<file path="config.mk">
export PLATFORM = sky130hd
export DESIGN_NAME = sed_queue
export DESIGN_NICKNAME = d
export VERILOG_FILES = /design/src/design/sed_pkg.sv /design/src/design/sed_queue.sv
export SDC_FILE = /design/constraint.sdc
export NUM_CORES = 1
export LEC_CHECK = 0
export ABC_AREA = 1
export BUFFER_PORTS_ARGS = -buffer_cell sky130_fd_sc_hd__buf_2
export CAP_MARGIN = 20
export CORE_ASPECT_RATIO = 1.75
export CORE_MARGIN = 1
export CORE_UTILIZATION = 63
export CTS_CLUSTER_DIAMETER = 120
export DETAILED_ROUTE_END_ITERATION = 8
export GPL_TIMING_DRIVEN = 0
export PLACE_DENSITY_LB_ADDON = 0.1
export SYNTH_ARGS = -nofsm -noshare
export SYNTH_HDL_FRONTEND = slang
export SYNTH_SLANG_ARGS = --single-unit
</file>
<file path="constraint.sdc">
create_clock -name clk -period 16.41 [get_ports clk]
set_input_delay 3.282 -clock clk [delete_from_list [all_inputs] [get_ports clk]]
set_output_delay 3.282 -clock clk [all_outputs]
set_load 0.02 [all_outputs]
</file>
<file path="src/design/sed_pkg.sv">
// package: shared constants, types and the per-channel sobel function
`timescale 1ns / 1ps
package sed_pkg;
    localparam int MAX_WIDTH = 1024;
    localparam int CHANNEL_BITS = 8;
    localparam int COL_BITS = $clog2(MAX_WIDTH);
    localparam int CFG_BITS = 11;
    localparam int HEIGHT_LIMIT = 1024;
    localparam int PIX_BITS = 3 * CHANNEL_BITS;
    localparam int QUEUE_DEPTH = 4;
    localparam int QPTR_BITS = $clog2(QUEUE_DEPTH);
    localparam logic [0:0] REG_WIDTH = 1'b0;
    localparam logic [0:0] REG_HEIGHT = 1'b1;

    typedef logic [PIX_BITS-1:0] pixel_t;

    // work passed from the front part to the back part
    typedef struct packed {
        pixel_t [8:0] win;      // index r*3+c
        logic         border;
        logic         last;
    } job_t;

    function automatic logic [CHANNEL_BITS-1:0] sobel_chan(
        input logic [CHANNEL_BITS-1:0] a, input logic [CHANNEL_BITS-1:0] b,
        input logic [CHANNEL_BITS-1:0] c, input logic [CHANNEL_BITS-1:0] d,
        input logic [CHANNEL_BITS-1:0] f, input logic [CHANNEL_BITS-1:0] g,
        input logic [CHANNEL_BITS-1:0] h, input logic [CHANNEL_BITS-1:0] i);
        logic signed [CHANNEL_BITS+3:0] gx;
        logic signed [CHANNEL_BITS+3:0] gy;
        logic [CHANNEL_BITS+2:0] ax;
        logic [CHANNEL_BITS+2:0] ay;
        logic [CHANNEL_BITS+3:0] s;
        gx = $signed({4'b0, a}) - $signed({4'b0, c}) + $signed({3'b0, d, 1'b0})
           - $signed({3'b0, f, 1'b0}) + $signed({4'b0, g}) - $signed({4'b0, i});
        gy = $signed({4'b0, a}) + $signed({3'b0, b, 1'b0}) + $signed({4'b0, c})
           - $signed({4'b0, g}) - $signed({3'b0, h, 1'b0}) - $signed({4'b0, i});
        ax = gx[CHANNEL_BITS+3] ? (CHANNEL_BITS+3)'(0) - gx[CHANNEL_BITS+2:0]
                                : gx[CHANNEL_BITS+2:0];
        ay = gy[CHANNEL_BITS+3] ? (CHANNEL_BITS+3)'(0) - gy[CHANNEL_BITS+2:0]
                                : gy[CHANNEL_BITS+2:0];
        s = {1'b0, ax} + {1'b0, ay};
        return (s > (CHANNEL_BITS+4)'((1 << CHANNEL_BITS) - 1))
            ? {CHANNEL_BITS{1'b1}} : s[CHANNEL_BITS-1:0];
    endfunction
endpackage

</file>
<file path="src/design/sed_queue.sv">
// short queue between the front and back parts
`timescale 1ns / 1ps
module sed_queue (
    input  logic          clk,
    input  logic          rst_n,
    input  logic          wr,
    input  sed_pkg::job_t wdata,
    output logic          almost_full,
    output logic          not_empty,
    input  logic          rd,
    output sed_pkg::job_t rdata
);
    import sed_pkg::*;

    job_t                mem_reg [QUEUE_DEPTH];
    logic [QPTR_BITS-1:0] wp_reg, rp_reg;
    logic [QPTR_BITS:0]   cnt_reg;

    // two slots are still free when full goes high
    assign almost_full = cnt_reg >= (QPTR_BITS+1)'(QUEUE_DEPTH - 2);
    assign not_empty = cnt_reg != '0;
    assign rdata = mem_reg[rp_reg];

    always_ff @(posedge clk or negedge rst_n)
    begin
        if (!rst_n)
        begin
            wp_reg  <= '0;
            rp_reg  <= '0;
            cnt_reg <= '0;
        end
        else
        begin
            if (wr)
                wp_reg <= wp_reg + QPTR_BITS'(1);
            if (rd)
                rp_reg <= rp_reg + QPTR_BITS'(1);
            cnt_reg <= cnt_reg + (QPTR_BITS+1)'(wr) - (QPTR_BITS+1)'(rd);
        end
    end

    always_ff @(posedge clk)
    begin
        if (wr)
            mem_reg[wp_reg] <= wdata;
    end
endmodule

</file>
==> qor.txt, run 1 <==
Status = complete, no violations
Synthesized cell area = 36900 sq um
Clk buf depth = 3
Vias per std cell = 5.13
Synth cell count leaders = nand2_1, inv_1, edfxtp_1
Area delta synth->final = 16.6%
Die ar. = 59500 sq um
Worst-margin pin slew = 0.697 ns
Worst slew margin = 53.6%
Wire length per cell = 18.2 microns
Fmax = 168 MHz
Setup crit start kind = register
Min-Delay Path Class = reg2reg
1st-iter DRT viols = 1709
Hold_buf cts = 0
Top cell type's share of synthesized area = 71.0%
Top post-synthesis cells by area = edfxtp_1, nand2_1, inv_1
DRC viols = 0
Crit Path Class = reg2out
Tcrit/Tclk final = 36.3%
Initial core utilization = 63.6%
LEAKAGE = 20.2 nW
H-tree Lvls = 3
Chip width = 185 microns
First-pass GRT wire length = 130000 microns
Root buf cell = clkbuf_16
Drt total wl = 88400 microns
CTS tree = built
Max_cap viols = 0
Chip height = 322 microns
PwrDens = 190 nW/um^2
GPL Wtd Cong = 0.801
Dominant cell type by area after synthesis = edfxtp_1
Clk_lat worst skew = 0.62 ns
DP HPWL = 55300 microns
First drt pass iteration count = 7
RSZ-0062 raised after global routing = false
Mapped Nets = 3689
# port buffers = 441
Critical Path End Type = output port
Setup repair bufs after CTS = 0
Synth Warn # = 0
Fin. max-slew vios = 0
Asr flop ratio synth = 0.796%
Netlist cell types = 15
Clock-pin slew on the worst setup and hold paths = 0.06 ns
EDFF count, synth = 872
Final worst slack = 10.45 ns
Finish-stage setup viols = 0
Final TNS setup = 0 ns
Most common cell in the netlist = nand2_1
Share of cells above drive strength 1 = 16.6%
Clock sinks = 879
Core box area = 58000 sq um
Num rows = 117
Min Tclk post-route = 5.96 ns
Inserted Clock Buffers = 76
NumNets Final = 4216
Largest net degree at the start of global routing = 106
CP Data Required Time = 13.13 ns
Cells after Synth = 3459
Top FF cell, synth = edfxtp_1
Worst VDD drop = 231 uV
Max reg flops = 872
Routed Antenna Nets = 0
GRT Resource Usage Total = 29.5%
Synth Register Bits = 879
Via Count = 24900
Syn avg cell area = 10.7 sq um
Fill cells = 3881
DP Worst Slack = 10.75 ns
# IOs = 442
Sequential area share after synthesis = 71.5%
Initial antenna violation count = 41
Clk_skew = 0.0155 ns
Grt ovf = 0
Number of global-route vias before repair = 24100
Critical Path AT = 2.67 ns
CTS resizes = 0
Final hold vios = 0
Max FO, Critical Path = 10
-- cell families (layout without fill, tap and decap cells) --
family / after synthesis / count (layout) / share of synthesized area [%]
compound gates: 1 / 1 / 0.0136
fa+ha+maj: 8 / 8 / 0.292
other cells: 0 / 30 / 0
flops: 879 / 879 / 71.5
buf+inv: 1032 / 1618 / 11.0
simple gates: 1535 / 1535 / 17.1
xor+xnor: 4 / 4 / 0.0950
-- metal layers --
metal	track usage, %	vias to the layer above	part of all wire, %
li1	-	11900	-
met1	32.9	11800	36
met2	51.3	952	51
met3	8.64	202	9.4
met4	13.9	30	4.0
met5	0	-	0.22
-- critical path: stages (launching register included) --
cell and delay [ns]:
dfrtp_1 0.45, inv_1 0.12, buf_2 0.40, buf_1 0.59, nand3_1 0.20, nand2_1 0.10
buf_2 0.18
-- placed cells by master, fill, tap and decap left out, drive strengths merged, types with 14 or more instances in the layout --
master,instances
buf,571
bufinv,14
clkbuf,119
clkinv,25
diode,30
edfxtp,872
inv,888
nand2,1097
nand3,438
-- through the flow --
step	power [mW]	hold WS (ns)	utilization, %	area [sq um]	cells
2_1_floorplan	5.15	0.494	-	36900	3459
3_3_place_gp	6.40	0.534	69.1	40000	4673
3_5_place_dp	6.33	0.556	69.5	40300	4681
4_1_cts	8.21	0.567	74.0	42900	4818
5_1_grt	8.59	0.598	74.1	43000	4839
6_report	8.18	0.569	74.1	43000	4848
-- worst paths after layout --
check / startpoint / to / slack [ns] / cells after the start
setup / recovery: rp_reg[1] / rdata[125] / 10.45 / 6
min in group asynchronous: rst_n / wp_reg[1] / 2.51 / 1
max in group asynchronous: rst_n / cnt_reg[2] / 13.73 / 1
hold / removal: wp_reg[0] / wp_reg[0] / 0.57 / 1
hold reg to reg: wp_reg[0] / wp_reg[0] / 0.57 / 1
setup reg to reg: wp_reg[0] / mem_reg[2][103] / 13.82 / 6
-- report_power, final --
part | switching (mW) | internal (mW)
clock | 0.776 | 1.11
sequential | 0.0857 | 2.93
combinational | 2.39 | 0.889
total | 3.25 | 4.93
-- area by class of cell --
type / instances / area, sq um / share of cell area, %
diodes: 30 / 75.1 / 0.175
repair buffers: 449 / 2430 / 5.65
flip-flops and latches: 879 / 26400 / 61.3
inverters: 886 / 3360 / 7.81
plain buffers: 146 / 724 / 1.69
clock inverters: 42 / 559 / 1.30
well taps: 773 / 967 / 2.25
multi-input cells: 1548 / 6460 / 15.0
clock buffers: 95 / 2050 / 4.76
No activity file was read; power rests on OpenSTA's default activity.
==> run 2: changes to the inputs <==
- CORE_UTILIZATION: 63 -> 53
- clock period: 16.41 -> 5.2 ns (I/O delays scaled with it)
==> run 2 against run 1 <==
Against the previous run: global-route usage shrank 4.4 points; clock skew is 0.0062 ns lower; worst setup slack worse by 9.0 ns; final cell count rose by 3.0%; power increased to 3.1 times the previous value; routed wire length grew 0.17%; hold slack lost 0.33 ns; first-iteration DRC count fell by 6.1%; non-clock buffer count is 20 higher; sequential share of layout area decreased by 0.41 points; core utilization is 11 points lower; register-to-register slack got worse by 11 ns; largest cell class unchanged.
==> qor.txt, run 2 (same netlist as run 1, synthesis figures left out) <==
RSZ-0062 raised after global routing = false
Fin util = 63.0%
Commonest cells after routing, fill and taps aside = nand2_1, inv_1, edfxtp_1, buf_2, nand3_1
Clk buf depth = 3
Area delta synth->final = 17.3%
1st-iter DRT viols = 1604
Wire length per cell = 17.7 microns
Drt total wl = 88600 microns
R2R depth = 8
Tcrit/Tclk final = 71.1%
Inserted Clock Buffers = 76
Vias per std cell = 4.83
Root buf cell = clkbuf_16
CTS resizes = 0
Number of global-route vias before repair = 23000
Setup repair bufs after CTS = 0
Final worst slack = 1.50 ns
Worst VDD drop = 399 uV
Fmax = 270 MHz
DP HPWL = 59300 microns
CTS tree = built
Clk_skew = 0.00932 ns
PwrDens = 591 nW/um^2
DP Worst Slack = 1.69 ns
Via Count = 24100
# port buffers = 441
Initial core utilization = 53.7%
Hold_buf cts = 0
Max_cap viols = 0
Largest net degree at the start of global routing = 35
Finish-stage setup viols = 0
Clock sinks = 879
Max reg flops = 872
NumNets Final = 4236
GPL Wtd Cong = 0.785
Final hold vios = 0
Chip width = 201 microns
LEAKAGE = 20.2 nW
Crit path to = rdata[126]
Die ar. = 70700 sq um
Grt ovf = 0
Clock-pin slew on the worst setup and hold paths = 0.06 ns
Chip height = 351 microns
Status = complete, no violations
FF-to-FF Start = wp_reg[0]
Share of cells above drive strength 1 = 16.9%
Num rows = 127
Min Tclk post-route = 3.70 ns
Initial antenna violation count = 36
Core box area = 68600 sq um
Clk_lat worst skew = 0.63 ns
Worst-margin pin slew = 0.752 ns
First drt pass iteration count = 5
H-tree Lvls = 3
# IOs = 442
Min-Delay Path Class = in2async
Routed Antenna Nets = 0
GRT Resource Usage Total = 25.1%
Reg2Reg Setup Slack = 2.53 ns
R2R Path End = mem_reg[2][88]
Worst slew margin = 49.9%
Setup crit start kind = register
CP Data Required Time = 4.16 ns
DRC viols = 0
Critical Path End Type = output port
First-pass GRT wire length = 132000 microns
Crit Path Class = reg2out
CP startpoint = rp_reg[1]
Max FO, Critical Path = 10
Critical Path AT = 2.66 ns
Most common cell after layout, fill and taps aside = nand2_1
Fin. max-slew vios = 0
## run 2: where the power goes
group          internal [mW]  leakage [nW]  switching (mW)  total [mW]
sequential              9.23          8.09           0.245        9.48
combinational           2.93          11.0            7.61        10.5
clock                   3.10          1.18            2.43        5.53
## run 2: cell type report
class / instances / area, sq um
clock inverters: 40 / 318
well taps: 903 / 1130
flip-flops and latches: 879 / 26400
repair buffers: 469 / 2770
fillers: 5383 / 25400
diodes: 25 / 62.6
multi-input cells: 1548 / 6460
clock buffers: 98 / 2100
plain buffers: 146 / 724
inverters: 886 / 3340
## run 2: worst min path at each step
stage	startpoint	end	depth (start not counted)
CTS	rst_n	cnt_reg[1]	1
finish	rst_n	cnt_reg[1]	1
global route	rst_n	cnt_reg[1]	1
detailed placement	wp_reg[0]	wp_reg[0]	1
global placement	wp_reg[0]	wp_reg[0]	1
floorplan	wp_reg[0]	wp_reg[0]	1
## run 2: metal layers
layer  track usage, %  wire length, microns  up-vias  part of all wire, %
met5                0                   227        -                 0.26
li1                 -                     -    11900                    -
met3             7.14                  7780      186                  8.8
met1             30.3                 34300    11200                   39
met4             11.4                  3220       36                  3.6
met2             41.9                 43100      790                   49
## run 2: through the flow
step	hold WS, ns	TNS [ns]	total power [mW]	cells	cell area [sq um]
CTS	0.209	0	25.8	4969	43200
floorplan	0.494	0	16.1	3459	36900
global placement	0.528	-2514.11	20.3	4803	40200
global route	0.242	0	26.9	4980	43200
finish	0.243	0	25.6	4994	43300
detailed placement	0.527	0	20.3	4831	40800
## run 2: critical path, cell delays in order, from the launching register on
cell     delay [ns]
dfrtp_1        0.39
inv_1          0.10
buf_2          0.39
buf_1          0.60
nand3_1        0.16
nand2_1        0.16
buf_2          0.21
==> run 3: changes to the inputs <==
- clock period: 5.2 -> 3.1 ns (I/O delays scaled with it)
==> run 3 against run 2 <==
Against the previous run: routed wire length hardly changed; highest routed layer unchanged; sequential cell count unchanged; combinational power up 70%; core utilization rose by 0.58 points; largest cell class unchanged; clock skew up 0.0064 ns; sequential power grew 68%; non-clock buffer count increased by 2; worst setup slack lost 1.3 ns; critical path depth grew 3; clock power rose by 83%; final cell count about the same; sequential share of layout area down 0.55 points.
==> qor.txt, run 3 (same netlist as run 1, synthesis figures left out) <==
Drt total wl = 88600 microns
First drt pass iteration count = 5
# IOs = 442
Num rows = 127
Min Tclk post-route = 2.95 ns
Cell mode on critical path = buf_4
CP Data Required Time = 2.48 ns
Post-Place Cells = 4832
Placed cell area = 40900 sq um
Inserted Clock Buffers = 78
Initial antenna violation count = 37
Final hold vios = 0
Worst slew margin = 39.5%
Critical Path End Type = output port
Wire length per cell = 17.7 microns
Max reg flops = 872
Status = complete, no violations
Max FO, Critical Path = 10
Min-Delay Path Class = in2reg
Max_cap viols = 0
Fin area = 43700 sq um
PwrDens = 1000 nW/um^2
Chip height = 351 microns
Final worst slack = 0.155 ns
Number of global-route vias before repair = 23400
Routed Antenna Nets = 0
Setup repair bufs after CTS = 0
Chip width = 201 microns
Largest net degree at the start of global routing = 36
# port buffers = 441
CTS tree = built
Root buf cell = clkbuf_16
Tcrit/Tclk final = 95.0%
Worst VDD drop = 806 uV
Fin. max-slew vios = 0
H-tree Lvls = 3
Vias per std cell = 4.82
Clk_skew = 0.0157 ns
Clk_lat worst skew = 0.64 ns
Crit Path Class = reg2out
LEAKAGE = 20.5 nW
Fmax = 340 MHz
Finished Layout Cells = 4993
Die ar. = 70700 sq um
RSZ-0062 raised after global routing = false
GRT Resource Usage Total = 25.2%
Via Count = 24100
DRC viols = 0
Core box area = 68600 sq um
Initial core utilization = 53.7%
Clock-pin slew on the worst setup and hold paths = 0.06 ns
Commonest cells after routing, fill and taps aside = nand2_1, inv_1, edfxtp_1, buf_2, nand3_1
Tot Pwr = 43.8 mW
1st-iter DRT viols = 1420
Clk buf depth = 3
Worst-margin pin slew = 0.906 ns
Area delta synth->final = 18.4%
Share of cells above drive strength 1 = 18.1%
Slowest cell on the critical path = dfrtp_1
Fin util = 63.6%
NumNets Final = 4240
Minimum hold slack = 0.195 ns
DP Worst Slack = 0.146 ns
GPL Wtd Cong = 0.783
DP HPWL = 59100 microns
CP cell instances = buf_4 -> inv_2 -> buf_4 -> buf_6 -> buf_4 -> nand2_1 -> nand3_1 -> nand2_1 -> buf_2
Critical path's largest stage delay = 0.36 ns
Final TNS setup = 0 ns
Finish-stage setup viols = 0
Grt ovf = 0
Most common cell after layout, fill and taps aside = nand2_1
Setup crit start kind = register
Clock sinks = 879
Critical Path AT = 2.33 ns
First-pass GRT wire length = 133000 microns
Fill cells = 5339
run 3: worst paths after layout:
check / startpoint / endpoint / slack [ns] / depth (start not counted)
setup / recovery: rp_reg[0] / rdata[90] / 0.15 / 9
hold / removal: wdata[23] / mem_reg[0][23] / 0.19 / 1
setup reg to reg: wp_reg[0] / mem_reg[0][82] / 0.37 / 7
hold reg to reg: wp_reg[0] / wp_reg[0] / 0.54 / 1
max in group asynchronous: rst_n / cnt_reg[2] / 2.54 / 2
min in group asynchronous: rst_n / cnt_reg[0] / 0.38 / 2
run 3: layer usage:
layer	up-vias	wire length [microns]	track usage, %
met5	-	267	0
met4	42	2580	9.42
met3	178	8220	7.69
met2	736	43700	42.7
met1	11200	33800	30.4
li1	11900	-	-
run 3: layout make-up:
cell class / instances / area [sq um] / share of cell area, %
flip-flops and latches: 879 / 26400 / 60.4
multi-input cells: 1548 / 6490 / 14.9
inverters: 886 / 3340 / 7.65
repair buffers: 471 / 2800 / 6.41
clock buffers: 94 / 2130 / 4.87
well taps: 903 / 1130 / 2.59
plain buffers: 146 / 788 / 1.81
clock inverters: 50 / 586 / 1.34
diodes: 16 / 40.0 / 0.0917
run 3: worst max-delay path, delay by kind of cell, from the launching register on:
family                 cells  cell delay [ns]
AND/OR/NAND/NOR            3             0.25
buffers and inverters      6             1.08
flip-flops                 1             0.36
run 3: what timing repair did:
item / CTS / global route
hold buffers: 1 / 0
hold endpoints to repair: 7 / 0
endpoints found under the setup margin: 157 / 41
gates resized for setup: 27 / 5
pin swaps: 0 / 0
run 3: report_power, final:
part	total (mW)	internal, mW	switching (mW)
Combinational	17.8	5.02	12.7
Sequential	15.9	15.5	0.413
Clock	10.1	5.92	4.19
