## config.mk

```make
export PLATFORM = sky130hd
export DESIGN_NAME = sed_back
export DESIGN_NICKNAME = d
export VERILOG_FILES = /design/src/design/sed_pkg.sv /design/src/design/sed_back.sv
export SDC_FILE = /design/constraint.sdc
export NUM_CORES = 1
export LEC_CHECK = 0
export ABC_AREA = 1
export BUFFER_PORTS_ARGS = -buffer_cell sky130_fd_sc_hd__clkbuf_2
export CELL_PAD_IN_SITES_DETAIL_PLACEMENT = 0
export CELL_PAD_IN_SITES_GLOBAL_PLACEMENT = 1
export CORE_ASPECT_RATIO = 0.5
export CORE_UTILIZATION = 45
export CTS_CLUSTER_DIAMETER = 150
export DETAILED_ROUTE_END_ITERATION = 12
export PLACE_DENSITY_LB_ADDON = 0.1
export SLEW_MARGIN = 40
export SYNTH_ARGS = -nofsm -noshare
export SYNTH_HDL_FRONTEND = slang
export SYNTH_SLANG_ARGS = --single-unit
export TNS_END_PERCENT = 1
```

## constraint.sdc

```tcl
create_clock -name clk -period 4.5 [get_ports clk]
set_clock_uncertainty 0.15 [all_clocks]
set_input_delay 0.45 -clock clk [delete_from_list [all_inputs] [get_ports clk]]
set_output_delay 0.45 -clock clk [all_outputs]
set_load 0.02 [all_outputs]
```

## src/design/sed_pkg.sv

```systemverilog
// package: shared constants, types and the per-channel sobel function
`timescale 1ns / 1ps
package sed_pkg;
    localparam int MAX_WIDTH = 1024;
    localparam int CHANNEL_BITS = 8;
    localparam int COL_BITS = $clog2(MAX_WIDTH);
    localparam int CFG_BITS = 11;
    localparam int HEIGHT_LIMIT = 1024;
    localparam int PIX_BITS = 3 * CHANNEL_BITS;
    localparam int QUEUE_DEPTH = 4;
    localparam int QPTR_BITS = $clog2(QUEUE_DEPTH);
    localparam logic [0:0] REG_WIDTH = 1'b0;
    localparam logic [0:0] REG_HEIGHT = 1'b1;

    typedef logic [PIX_BITS-1:0] pixel_t;

    // work passed from the front part to the back part
    typedef struct packed {
        pixel_t [8:0] win;      // index r*3+c
        logic         border;
        logic         last;
    } job_t;

    function automatic logic [CHANNEL_BITS-1:0] sobel_chan(
        input logic [CHANNEL_BITS-1:0] a, input logic [CHANNEL_BITS-1:0] b,
        input logic [CHANNEL_BITS-1:0] c, input logic [CHANNEL_BITS-1:0] d,
        input logic [CHANNEL_BITS-1:0] f, input logic [CHANNEL_BITS-1:0] g,
        input logic [CHANNEL_BITS-1:0] h, input logic [CHANNEL_BITS-1:0] i);
        logic signed [CHANNEL_BITS+3:0] gx;
        logic signed [CHANNEL_BITS+3:0] gy;
        logic [CHANNEL_BITS+2:0] ax;
        logic [CHANNEL_BITS+2:0] ay;
        logic [CHANNEL_BITS+3:0] s;
        gx = $signed({4'b0, a}) - $signed({4'b0, c}) + $signed({3'b0, d, 1'b0})
           - $signed({3'b0, f, 1'b0}) + $signed({4'b0, g}) - $signed({4'b0, i});
        gy = $signed({4'b0, a}) + $signed({3'b0, b, 1'b0}) + $signed({4'b0, c})
           - $signed({4'b0, g}) - $signed({3'b0, h, 1'b0}) - $signed({4'b0, i});
        ax = gx[CHANNEL_BITS+3] ? (CHANNEL_BITS+3)'(0) - gx[CHANNEL_BITS+2:0]
                                : gx[CHANNEL_BITS+2:0];
        ay = gy[CHANNEL_BITS+3] ? (CHANNEL_BITS+3)'(0) - gy[CHANNEL_BITS+2:0]
                                : gy[CHANNEL_BITS+2:0];
        s = {1'b0, ax} + {1'b0, ay};
        return (s > (CHANNEL_BITS+4)'((1 << CHANNEL_BITS) - 1))
            ? {CHANNEL_BITS{1'b1}} : s[CHANNEL_BITS-1:0];
    endfunction
endpackage

```

## src/design/sed_back.sv

```systemverilog
// back part: sobel per channel, or the centre pixel on the border, into the output register
`timescale 1ns / 1ps
module sed_back (
    input  logic          clk,
    input  logic          rst_n,
    input  logic          job_ready,
    input  sed_pkg::job_t job,
    output logic          job_take,
    output logic          empty,
    input  logic          pop,
    output logic [sed_pkg::CHANNEL_BITS-1:0] edge_red,
    output logic [sed_pkg::CHANNEL_BITS-1:0] edge_green,
    output logic [sed_pkg::CHANNEL_BITS-1:0] edge_blue,
    output logic          frame_end
);
    import sed_pkg::*;

    logic   out_valid_reg;
    pixel_t res;
    pixel_t out_reg;
    logic   last_reg;

    always_comb
    begin
        for (int c = 0; c < 3; c++)
        begin
            if (job.border)
                res[c*CHANNEL_BITS +: CHANNEL_BITS] = job.win[4][c*CHANNEL_BITS +: CHANNEL_BITS];
            else
                res[c*CHANNEL_BITS +: CHANNEL_BITS] = sobel_chan(
                    job.win[0][c*CHANNEL_BITS +: CHANNEL_BITS],
                    job.win[1][c*CHANNEL_BITS +: CHANNEL_BITS],
                    job.win[2][c*CHANNEL_BITS +: CHANNEL_BITS],
                    job.win[3][c*CHANNEL_BITS +: CHANNEL_BITS],
                    job.win[5][c*CHANNEL_BITS +: CHANNEL_BITS],
                    job.win[6][c*CHANNEL_BITS +: CHANNEL_BITS],
                    job.win[7][c*CHANNEL_BITS +: CHANNEL_BITS],
                    job.win[8][c*CHANNEL_BITS +: CHANNEL_BITS]);
        end
    end

    assign job_take = job_ready && (!out_valid_reg || pop);

    always_ff @(posedge clk or negedge rst_n)
    begin
        if (!rst_n)
            out_valid_reg <= 1'b0;
        else if (job_take)
            out_valid_reg <= 1'b1;
        else if (pop)
            out_valid_reg <= 1'b0;
    end

    always_ff @(posedge clk)
    begin
        if (job_take)
        begin
            out_reg  <= res;
            last_reg <= job.last;
        end
    end

    assign empty      = !out_valid_reg;
    assign edge_red   = out_reg[2*CHANNEL_BITS +: CHANNEL_BITS];
    assign edge_green = out_reg[CHANNEL_BITS +: CHANNEL_BITS];
    assign edge_blue  = out_reg[0 +: CHANNEL_BITS];
    assign frame_end  = last_reg;
endmodule

```

==> run_results.csv, run 1 <==
group,metric,value,unit
logic_synthesis,postSynthAreaPerCell,7.02,um2
clocking,cts-root-buf,"clkbuf_16",
detailed_routing,top_layer_used,"met4",
sta,drv_slew,0,
logic_synthesis,synthCells,1861,
die,dieArea,29700,um2
die,row_count,43,
detailed_routing,routed_wl,32.0,mm
worst_setup_path,crit_required,4.37,ns
logic_synthesis,ys_seq_area_share,5.94,%
sta,setup_slack,-0.559,ns
detailed_routing,wl_met2,17.3,mm
status,violations,"setup timing",
cells_and_area,syn_to_final_growth,44.9,%
placement,place_ws,-0.963,ns
logic_synthesis,yosysMostFrequentCell,"inv_1",
worst_setup_path,endpoint_kind,"flop",
sta,fin_crit_sh,112,%
die,placeableCoreArea,28100,um2
placement,numPortBuffers,248,
detailed_routing,routed-via-count,13100,
die,io_pins,249,
logic_synthesis,ys_ff_latch,26,
global_routing,grt_pass1_wl,56.5,mm
logic_synthesis,synth_flop_cell,"edfxtp_1",
sta,layout_min_cycle_time,5.06,ns
logic_synthesis,yosys_warnings,0,
sta,slew_headroom,67.1,%
run,cap_violations,0,
sta,worstMarginPinSlew,0.488,ns
logic_synthesis,synth.cell_area,13100,um2
sta,hold_slack,0.213,ns
placement,dpl.hpwl,28.8,mm
clocking,cts_num_sinks,26,
logic_synthesis,synth_edf_count,25,
cells_and_area,layout.nets,3001,
clocking,cts_tree,"built",
detailed_routing,via_per_inst,4.60,
cells_and_area,diodes,0,
worst_setup_path,critPathKind,"primary input to flop",
sta,hold_viol_final,0,
clocking,clockBufferDepth,2,
worst_setup_path,startpoint_type,"primary input",
clocking,cts_buffers,3,
clocking,clk_latency,0.25,ns
detailed_routing,wl_met3,499,um
cells_and_area,multiInputGateArea,11700,um2
cells_and_area,fillers,2515,
sta,rsz0062_at_grt,"true",
die,start_util,46.5,%
global_routing,grt_pass1_vias,13300,
detailed_routing,drc,0,
detailed_routing,ant_nets,0,
logic_synthesis,ys_types,48,
placement,place_congestion,0.881,
detailed_routing,wl_per_cell,11.3,um
detailed_routing,met1_length,14.0,mm
detailed_routing,dr.pass1.iters,4,
logic_synthesis,synth.area.top_cells,"fa_1, inv_1, ha_1",
detailed_routing,initialDrtViolationCount,484,
clocking,cts.htree.levels,1,
sta,finalSetupTns,-12.92,ns
global_routing,overflow,0,
die,chipHeight,122,um
logic_synthesis,syn_nets,2404,
sta,final-setup-viol-count,24,
logic_synthesis,async_flop_share,3.85,%
worst_setup_path,arrival,4.93,ns
sta,fmax,0.198,GHz
worst_hold_path,min_path_type,"primary input to flop",
logic_synthesis,synth_largest_area_cell,"fa_1",
logic_synthesis,synth_top_area_share,25.8,%
global_routing,track_usage,22.4,%
global_routing,antenna_found_initial,0,
cells_and_area,layout-drive-gt1-share,36.6,%
cells_and_area,regArea,776,um2
logic_synthesis,synth_common_cells,"inv_1, nand2_1, fa_1",
cells_and_area,largest_register_ffs,24,
clocking,clk_pin_slew,0.07,ns
status,outcome,"finished with violations",
global_routing,grt_max_degree,27,
worst_setup_path,critPathMaxFanout,8,
die,die_w,243,um
-- cell families (layout without fill, tap and decap cells) --
logic type               Yosys count  after routing  synth area share, %
AO/OA/AOI/OAI                    181            182                 7.98
AND/OR/NAND/NOR                  733            733                 25.0
flip-flops                        26             26                 5.94
buffers and inverters            525           1120                 15.3
adder cells (fa/ha/maj)          321            321                 40.4
XOR/XNOR                          75             75                 5.38
-- path summary, 6_finish.rpt --
kind	from	endpoint	slack [ns]	depth (start not counted)
worst max-delay path	job[211]	out_reg[16]	-0.56	28
worst min-delay path	job[0]	frame_end	0.21	1
worst max register to register	out_valid_reg	out_reg[11]	3.15	4
worst min register to register	out_valid_reg	out_valid_reg	0.39	2
max in group asynchronous	rst_n	out_valid_reg	3.77	2
min in group asynchronous	rst_n	out_valid_reg	0.35	2
-- cell type report --
cell class | instances | area share, %
Multi-Input combinational cell | 1311 | 62.0
Timing Repair Buffer | 600 | 20.7
Inverter | 516 | 10.3
Sequential cell | 26 | 4.10
Tap cell | 382 | 2.53
Clock buffer | 3 | 0.397
Clock inverter | 1 | 0.0198
-- routing by layer --
metal / global-route usage [%] / up-vias
li1: - / 6846
met1: 26.7 / 6029
met2: 46.8 / 162
met3: 0.372 / 18
met4: 1.81 / 0
met5: 0 / -
-- worst max-delay path, stage by stage --
cell	delay (ns)
clkbuf_2	0.10
ha_1	0.26
inv_1	0.05
fa_1	0.51
inv_1	0.06
fa_1	0.53
inv_1	0.05
ha_2	0.20
fa_2	0.41
buf_4	0.16
xor2_4	0.15
buf_4	0.15
nor2_4	0.15
nand3_4	0.10
nor2_4	0.11
nand2_1	0.07
nand3_1	0.08
nand2_1	0.08
ha_4	0.30
nand2_1	0.09
nor2_2	0.13
nand3_2	0.11
nand4_1	0.10
nand2_1	0.08
nor2_4	0.20
nand3_1	0.11
nand2_1	0.07
inv_1	0.04
-- through the flow --
stage	std cells	instance area, um2	util (%)
after global routing	2839	18900	67.4
after floorplan	1861	13700	-
after detailed placement	2821	17900	63.7
final	2839	18900	67.4
after CTS	2835	18500	65.8
after global placement	2821	17900	63.7
-- timing repair --
item                                    in CTS  in global routing
gates cloned                                 1                  0
endpoints found under the hold margin        1                  0
hold buffers                                 1                  0
buffers inserted                             8                  4
pin swaps                                   60                 34
resized for setup                           82                 83
endpoints found under the setup margin      24                 24
-- placed cells by master, fill, tap and decap left out, types with 6 or more instances in the layout --
cell | Yosys | routed
nand2_4 | 6 | 8
ha_1 | 153 | 94
xnor2_1 | 22 | 21
edfxtp_1 | 25 | 25
nor2_2 | 6 | 23
a21oi_1 | 93 | 63
nor2_4 | 0 | 9
a21o_1 | 10 | 10
ha_4 | 0 | 52
a21oi_2 | 6 | 31
nand3_1 | 117 | 102
nand2_1 | 400 | 368
o21ai_2 | 4 | 11
nand2_2 | 10 | 38
o21ai_0 | 35 | 24
fa_1 | 168 | 149
xor2_1 | 50 | 38
nand3b_1 | 20 | 20
buf_4 | 1 | 347
nor2_1 | 117 | 91
xor2_2 | 0 | 10
o21bai_1 | 7 | 6
inv_2 | 4 | 17
inv_1 | 511 | 496
ha_2 | 0 | 7
nand4_1 | 21 | 21
a21oi_4 | 1 | 7
or2_2 | 12 | 12
nand3_2 | 12 | 26
fa_2 | 0 | 19
o21ai_1 | 10 | 13
clkbuf_2 | 0 | 247
Power of run 1 is not shown: default switching activity piles up to over one toggle a cycle in this logic, so the estimate is an artifact.
==> run 2, diff against run 1 <==
--- a/config.mk
+++ b/config.mk
@@ -13,7 +13,9 @@
 export CORE_UTILIZATION = 45
 export CTS_CLUSTER_DIAMETER = 150
 export DETAILED_ROUTE_END_ITERATION = 12
+export MAX_ROUTING_LAYER = met4
 export PLACE_DENSITY_LB_ADDON = 0.1
+export SKIP_CTS_REPAIR_TIMING = 1
 export SLEW_MARGIN = 40
 export SYNTH_ARGS = -nofsm -noshare
 export SYNTH_HDL_FRONTEND = slang
==> run 2 against run 1 <==
Largest cell class unchanged. Sequential share of layout area increased by 0.077 points. Hold slack better by 0.0019 ns. Fmax down 1.8%. The flow still finishes with violations (setup timing). Wire length fell by 1.1%. Flip-flop and latch count unchanged.
==> run_results.csv, run 2 (synthesized netlist as in run 1, its figures left out) <==
group,metric,value,unit
status,outcome,"finished with violations",
status,violations,"setup timing",
cells_and_area,regArea,776,um2
worst_setup_path,endpoint_kind,"flop",
cells_and_area,fillers,2574,
cells_and_area,final_area,18600,um2
cells_and_area,syn_to_final_growth,42.2,%
worst_hold_path,min_path_type,"primary input to flop",
clocking,cts.htree.levels,1,
worst_setup_path,arrival,5.00,ns
die,start_util,46.5,%
die,die_w,243,um
sta,final-setup-viol-count,24,
worst_setup_path,crit_required,4.35,ns
worst_setup_path,critPathMaxFanout,8,
clocking,cts_buffers,3,
detailed_routing,routed_wl,31.6,mm
clocking,clockBufferDepth,2,
detailed_routing,initialDrtViolationCount,506,
detailed_routing,wl_per_cell,11.2,um
detailed_routing,routed-via-count,12900,
sta,fin_crit_sh,114,%
sta,slew_headroom,67.1,%
sta,hold_viol_final,0,
cells_and_area,diodes,0,
cells_and_area,utilization,66.1,%
run,cap_violations,0,
cells_and_area,layout.nets,2999,
worst_setup_path,critPathKind,"primary input to flop",
sta,rsz0062_at_grt,"true",
clocking,cts-root-buf,"clkbuf_16",
worst_setup_path,cpPeakStageDelay,0.54,ns
worst_setup_path,path_common_cell,"nand2_1",
global_routing,grt_max_degree,27,
sta,fmax,0.194,GHz
sta,setup_slack,-0.651,ns
global_routing,grt_pass1_wl,55.3,mm
worst_setup_path,startpoint_type,"primary input",
die,dieArea,29700,um2
placement,dpl.hpwl,28.8,mm
die,placeableCoreArea,28100,um2
sta,drv_slew,0,
detailed_routing,dr.pass1.iters,5,
worst_setup_path,worst_path_max_delay_cell,"fa_1",
clocking,cts_num_sinks,26,
sta,layout_min_cycle_time,5.15,ns
cells_and_area,multiInputGateArea,11400,um2
global_routing,track_usage,22.6,%
placement,numPortBuffers,248,
die,row_count,43,
die,io_pins,249,
global_routing,grt_pass1_vias,13100,
global_routing,overflow,0,
detailed_routing,ant_nets,0,
die,chipHeight,122,um
clocking,cts_tree,"built",
placement,postPlaceCellArea,17900,um2
placement,place_congestion,0.896,
detailed_routing,drc,0,
cells_and_area,final_common_cell,"inv_1",
clocking,clk_latency,0.25,ns
clocking,clk_pin_slew,0.06,ns
cells_and_area,layout-drive-gt1-share,35.1,%
cells_and_area,layout_common_cells,"inv_1, nand2_1, buf_4",
global_routing,antenna_found_initial,0,
cells_and_area,largest_register_ffs,24,
sta,worstMarginPinSlew,0.488,ns
detailed_routing,via_per_inst,4.56,
run 2: per-stage QoR:
step	std cells	hold slack (ns)	setup slack, ns	setup TNS [ns]
after floorplan	1861	0.00441	-0.368	-8.73
after global placement	2821	0.0761	-0.921	-21.08
after detailed placement	2821	0.0758	-0.963	-22.56
after CTS	2825	-0.199	-0.717	-16.51
after global routing	2837	0.208	-0.892	-20.43
final	2837	0.215	-0.651	-14.07
run 2: path summary, 6_finish.rpt:
check | slack (ns) | endpoint | depth (start not counted) | start
worst max-delay path | -0.65 | out_reg[7] | 29 | job[7]
worst min-delay path | 0.22 | frame_end | 1 | job[0]
worst max register to register | 3.15 | out_reg[11] | 4 | out_valid_reg
worst min register to register | 0.39 | out_valid_reg | 2 | out_valid_reg
max in group asynchronous | 3.77 | out_valid_reg | 2 | rst_n
min in group asynchronous | 0.35 | out_valid_reg | 2 | rst_n
run 2: layer usage:
| layer | up-vias | share of wire (%) | GRT usage (%) |
|---|---|---|---|
| li1 | 6844 | - | - |
| met1 | 5923 | 44 | 26.3 |
| met2 | 156 | 53 | 45.5 |
| met3 | 22 | 1.7 | 0.350 |
| met4 | 0 | 0.95 | 1.61 |
| met5 | - | 0 | - |
run 2: worst max-delay path: cells and delay by family:
kind	cells	cell delay [ns]
simple gates	13	1.25
compound gates	3	0.39
fa+ha+maj	5	2.12
xor+xnor	1	0.16
buf+inv	7	0.62
run 2: area by class of cell:
class                      count  area share (%)
inverter                     516            10.5
timing repair buffer         598            20.9
clock buffer                   3           0.404
clock inverter                 1          0.0202
multi-input combinational   1311            61.4
tap                          382            2.57
sequential                    26            4.18
Power of run 2 is left out for the same reason.
==> run 3, diff against run 2 <==
--- a/config.mk
+++ b/config.mk
@@ -7,11 +7,12 @@
 export LEC_CHECK = 0
 export ABC_AREA = 1
 export BUFFER_PORTS_ARGS = -buffer_cell sky130_fd_sc_hd__clkbuf_2
-export CELL_PAD_IN_SITES_DETAIL_PLACEMENT = 0
+export CELL_PAD_IN_SITES_DETAIL_PLACEMENT = 1
 export CELL_PAD_IN_SITES_GLOBAL_PLACEMENT = 1
 export CORE_ASPECT_RATIO = 0.5
 export CORE_UTILIZATION = 45
 export CTS_CLUSTER_DIAMETER = 150
+export CTS_CLUSTER_SIZE = 16
 export DETAILED_ROUTE_END_ITERATION = 12
 export MAX_ROUTING_LAYER = met4
 export PLACE_DENSITY_LB_ADDON = 0.1
==> run 3 against run 2 <==
The flow now stops in global routing (5_1_grt). Synthesized area unchanged. Synthesized cell count unchanged.
==> run_results.csv, run 3 <==
group,metric,value,unit
placement,dp.cells,2821,
die,start_util,46.5,%
clocking,cts-root-buf,"clkbuf_16",
logic_synthesis,ys_seq_area_share,5.94,%
global_routing,grt_max_degree,27,
logic_synthesis,yosys_warnings,0,
placement,place_congestion,0.896,
logic_synthesis,synth_top_area_share,25.8,%
logic_synthesis,yosysMostFrequentCell,"inv_1",
clocking,cts_num_sinks,26,
clocking,cts_buffers,3,
logic_synthesis,synth_common_cells,"inv_1, nand2_1, fa_1",
placement,dpl.hpwl,45.3,mm
status,firstError,"[ERROR GRT-0232] Routing congestion too high. Check the congestion heatmap in the GUI.",
sta,worst-ep-kind,"register input",
logic_synthesis,ys_ff_latch,26,
sta,crit_endpoint,"out_reg[22]$_DFFE_PP_/D",
logic_synthesis,syn_nets,2404,
logic_synthesis,ys_types,48,
logic_synthesis,synthCells,1861,
global_routing,antenna_found_initial,2,
clocking,cts.htree.levels,1,
status,lastStage,"global routing (5_1_grt)",
logic_synthesis,synth_largest_area_cell,"fa_1",
die,io_pins,249,
global_routing,overflow,1580,
status,outcome,"aborted with a tool error",
global_routing,track_usage,90.2,%
clocking,clockBufferDepth,2,
placement,numPortBuffers,248,
die,die_w,243,um
logic_synthesis,async_flop_share,3.85,%
logic_synthesis,synth.area.top_cells,"fa_1, inv_1, ha_1",
die,row_count,43,
die,chipHeight,122,um
logic_synthesis,synth.cell_area,13100,um2
logic_synthesis,synth_edf_count,25,
logic_synthesis,postSynthAreaPerCell,7.02,um2
logic_synthesis,synth_flop_cell,"edfxtp_1",
-- run 3: cell counts after synthesis --
Identical to the previous run, type by type.
-- run 3: cell families after synthesis --
family | count (synthesis) | share of synthesized area (%)
xor+xnor | 75 | 5.38
buf+inv | 525 | 15.3
compound gates | 181 | 7.98
flops | 26 | 5.94
simple gates | 733 | 25.0
fa+ha+maj | 321 | 40.4
-- run 3: metal layers --
layer	overflow	track usage, %
met5	-	-
met4	317	105
met3	15	62.0
met2	1238	120
met1	10	79.3
-- run 3: metrics by stage --
step / hold WS, ns / setup TNS (ns) / cell area, um2 / setup WS [ns]
4_1_cts: -0.195 / -26.07 / 18000 / -1.29
3_5_place_dp: 0.0805 / -30.74 / 17900 / -1.40
3_3_place_gp: 0.0761 / -21.08 / 17900 / -0.921
2_1_floorplan: 0.00441 / -8.73 / 13700 / -0.368
==> run 4, diff against run 3 <==
==> config.mk (replaced) <==
export PLATFORM = sky130hd
export DESIGN_NAME = sed_back
export DESIGN_NICKNAME = d
export VERILOG_FILES = /design/src/design/sed_pkg.sv /design/src/design/sed_back.sv
export SDC_FILE = /design/constraint.sdc
export NUM_CORES = 1
export LEC_CHECK = 0
export ABC_AREA = 1
export BUFFER_PORTS_ARGS = -buffer_cell sky130_fd_sc_hd__clkbuf_2
export CORE_UTILIZATION = 40
export DETAILED_ROUTE_END_ITERATION = 12
export PLACE_DENSITY_LB_ADDON = 0.15
export SKIP_CTS_REPAIR_TIMING = 1
export SLEW_MARGIN = 40
export SYNTH_ARGS = -nofsm -noshare
export SYNTH_HDL_FRONTEND = slang
export SYNTH_SLANG_ARGS = --single-unit
export TNS_END_PERCENT = 1
==> run 4 against run 3 <==
The flow now finishes, with violations (setup timing).
==> run_results.csv, run 4 (synthesized netlist as in run 1, its figures left out) <==
group,metric,value,unit
placement,place_congestion,0.892,
clocking,clk_pin_slew,0.06,ns
sta,layout_min_cycle_time,5.10,ns
sta,fin_crit_sh,113,%
sta,fmax,0.196,GHz
clocking,cts_tree,"built",
status,violations,"setup timing",
clocking,cts_num_sinks,26,
cells_and_area,layout.nets,3006,
detailed_routing,ant_nets,0,
cells_and_area,syn_to_final_growth,49.1,%
global_routing,grt_pass1_wl,58.1,mm
worst_setup_path,arrival,4.96,ns
detailed_routing,dr.pass1.iters,4,
global_routing,grt_pass1_vias,13300,
worst_setup_path,critPathKind,"primary input to flop",
worst_setup_path,cpPeakStageDelay,0.54,ns
cells_and_area,final_common_cell,"inv_1",
worst_setup_path,worst_path_max_delay_cell,"fa_1",
die,placeableCoreArea,31800,um2
sta,drv_slew,0,
cells_and_area,multiInputGateArea,12100,um2
clocking,cts.htree.levels,1,
detailed_routing,drc,0,
die,die_w,183,um
die,start_util,41.1,%
sta,slew_headroom,66.5,%
placement,numPortBuffers,248,
detailed_routing,wl_per_cell,11.9,um
die,io_pins,249,
sta,worstMarginPinSlew,0.503,ns
status,outcome,"finished with violations",
detailed_routing,routed_wl,34.6,mm
placement,dpl.hpwl,31.0,mm
worst_hold_path,min_path_type,"primary input to flop",
detailed_routing,routed-via-count,13200,
sta,hold_slack,0.220,ns
run,cap_violations,0,
cells_and_area,largest_register_ffs,24,
clocking,cts_buffers,3,
clocking,clk_latency,0.25,ns
sta,rsz0062_at_grt,"true",
worst_setup_path,startpoint_type,"primary input",
die,dieArea,33400,um2
worst_setup_path,endpoint_kind,"flop",
cells_and_area,diodes,0,
detailed_routing,via_per_inst,4.54,
die,chipHeight,183,um
worst_setup_path,crit_required,4.37,ns
global_routing,grt_max_degree,31,
sta,hold_viol_final,0,
clocking,clockBufferDepth,2,
global_routing,antenna_found_initial,0,
clocking,cts-root-buf,"clkbuf_16",
die,row_count,65,
worst_setup_path,critPathMaxFanout,8,
cells_and_area,regArea,776,um2
sta,setup_slack,-0.596,ns
cells_and_area,fillers,2963,
detailed_routing,initialDrtViolationCount,427,
global_routing,track_usage,20.8,%
global_routing,overflow,0,
cells_and_area,layout_common_cells,"inv_1, nand2_1, buf_4",
cells_and_area,utilization,61.2,%
sta,final-setup-viol-count,24,
cells_and_area,layout-drive-gt1-share,39.7,%
==> run 4: through the flow <==
stage	setup slack [ns]	setup TNS (ns)	instances	cell area (um2)
global placement	-0.927	-21.03	2873	18000
CTS	-0.743	-16.45	2877	18000
floorplan	-0.368	-8.73	1861	13700
detailed placement	-0.995	-22.81	2873	18000
finish	-0.596	-13.17	2897	19500
global route	-0.847	-19.47	2897	19500
==> run 4: layout make-up <==
class / count / area share (%)
clock buffers: 3 / 0.386
clock inverters: 1 / 0.0193
well taps: 435 / 2.80
multi-input cells: 1312 / 62.2
flip-flops and latches: 26 / 3.98
inverters: 516 / 10.0
repair buffers: 604 / 20.6
==> run 4: worst paths after layout <==
check	startpoint	cells past startpoint	to	slack, ns
max in group asynchronous	rst_n	2	out_valid_reg	3.76
min in group asynchronous	rst_n	2	out_valid_reg	0.35
max reg2reg	out_valid_reg	4	out_reg[6]	2.82
min	job[0]	1	frame_end	0.22
min reg2reg	out_valid_reg	2	out_valid_reg	0.41
max	job[18]	33	out_reg[16]	-0.60
==> run 4: layer usage <==
metal / vias up / part of all wire [%] / GRT usage, %
li1: 6872 / - / -
met1: 6026 / 47 / 27.8
met2: 227 / 49 / 37.8
met3: 26 / 2.6 / 0.958
met4: 0 / 0.82 / 2.59
met5: - / 0 / 0
==> run 4: critical path, delay by kind of cell <==
family                   cells  cell delay [ns]
buffers and inverters        8             0.53
adder cells (fa/ha/maj)      6             1.78
AO/OA/AOI/OAI                3             0.35
AND/OR/NAND/NOR             15             1.58
XOR/XNOR                     1             0.23
Power of run 4 is left out for the same reason.
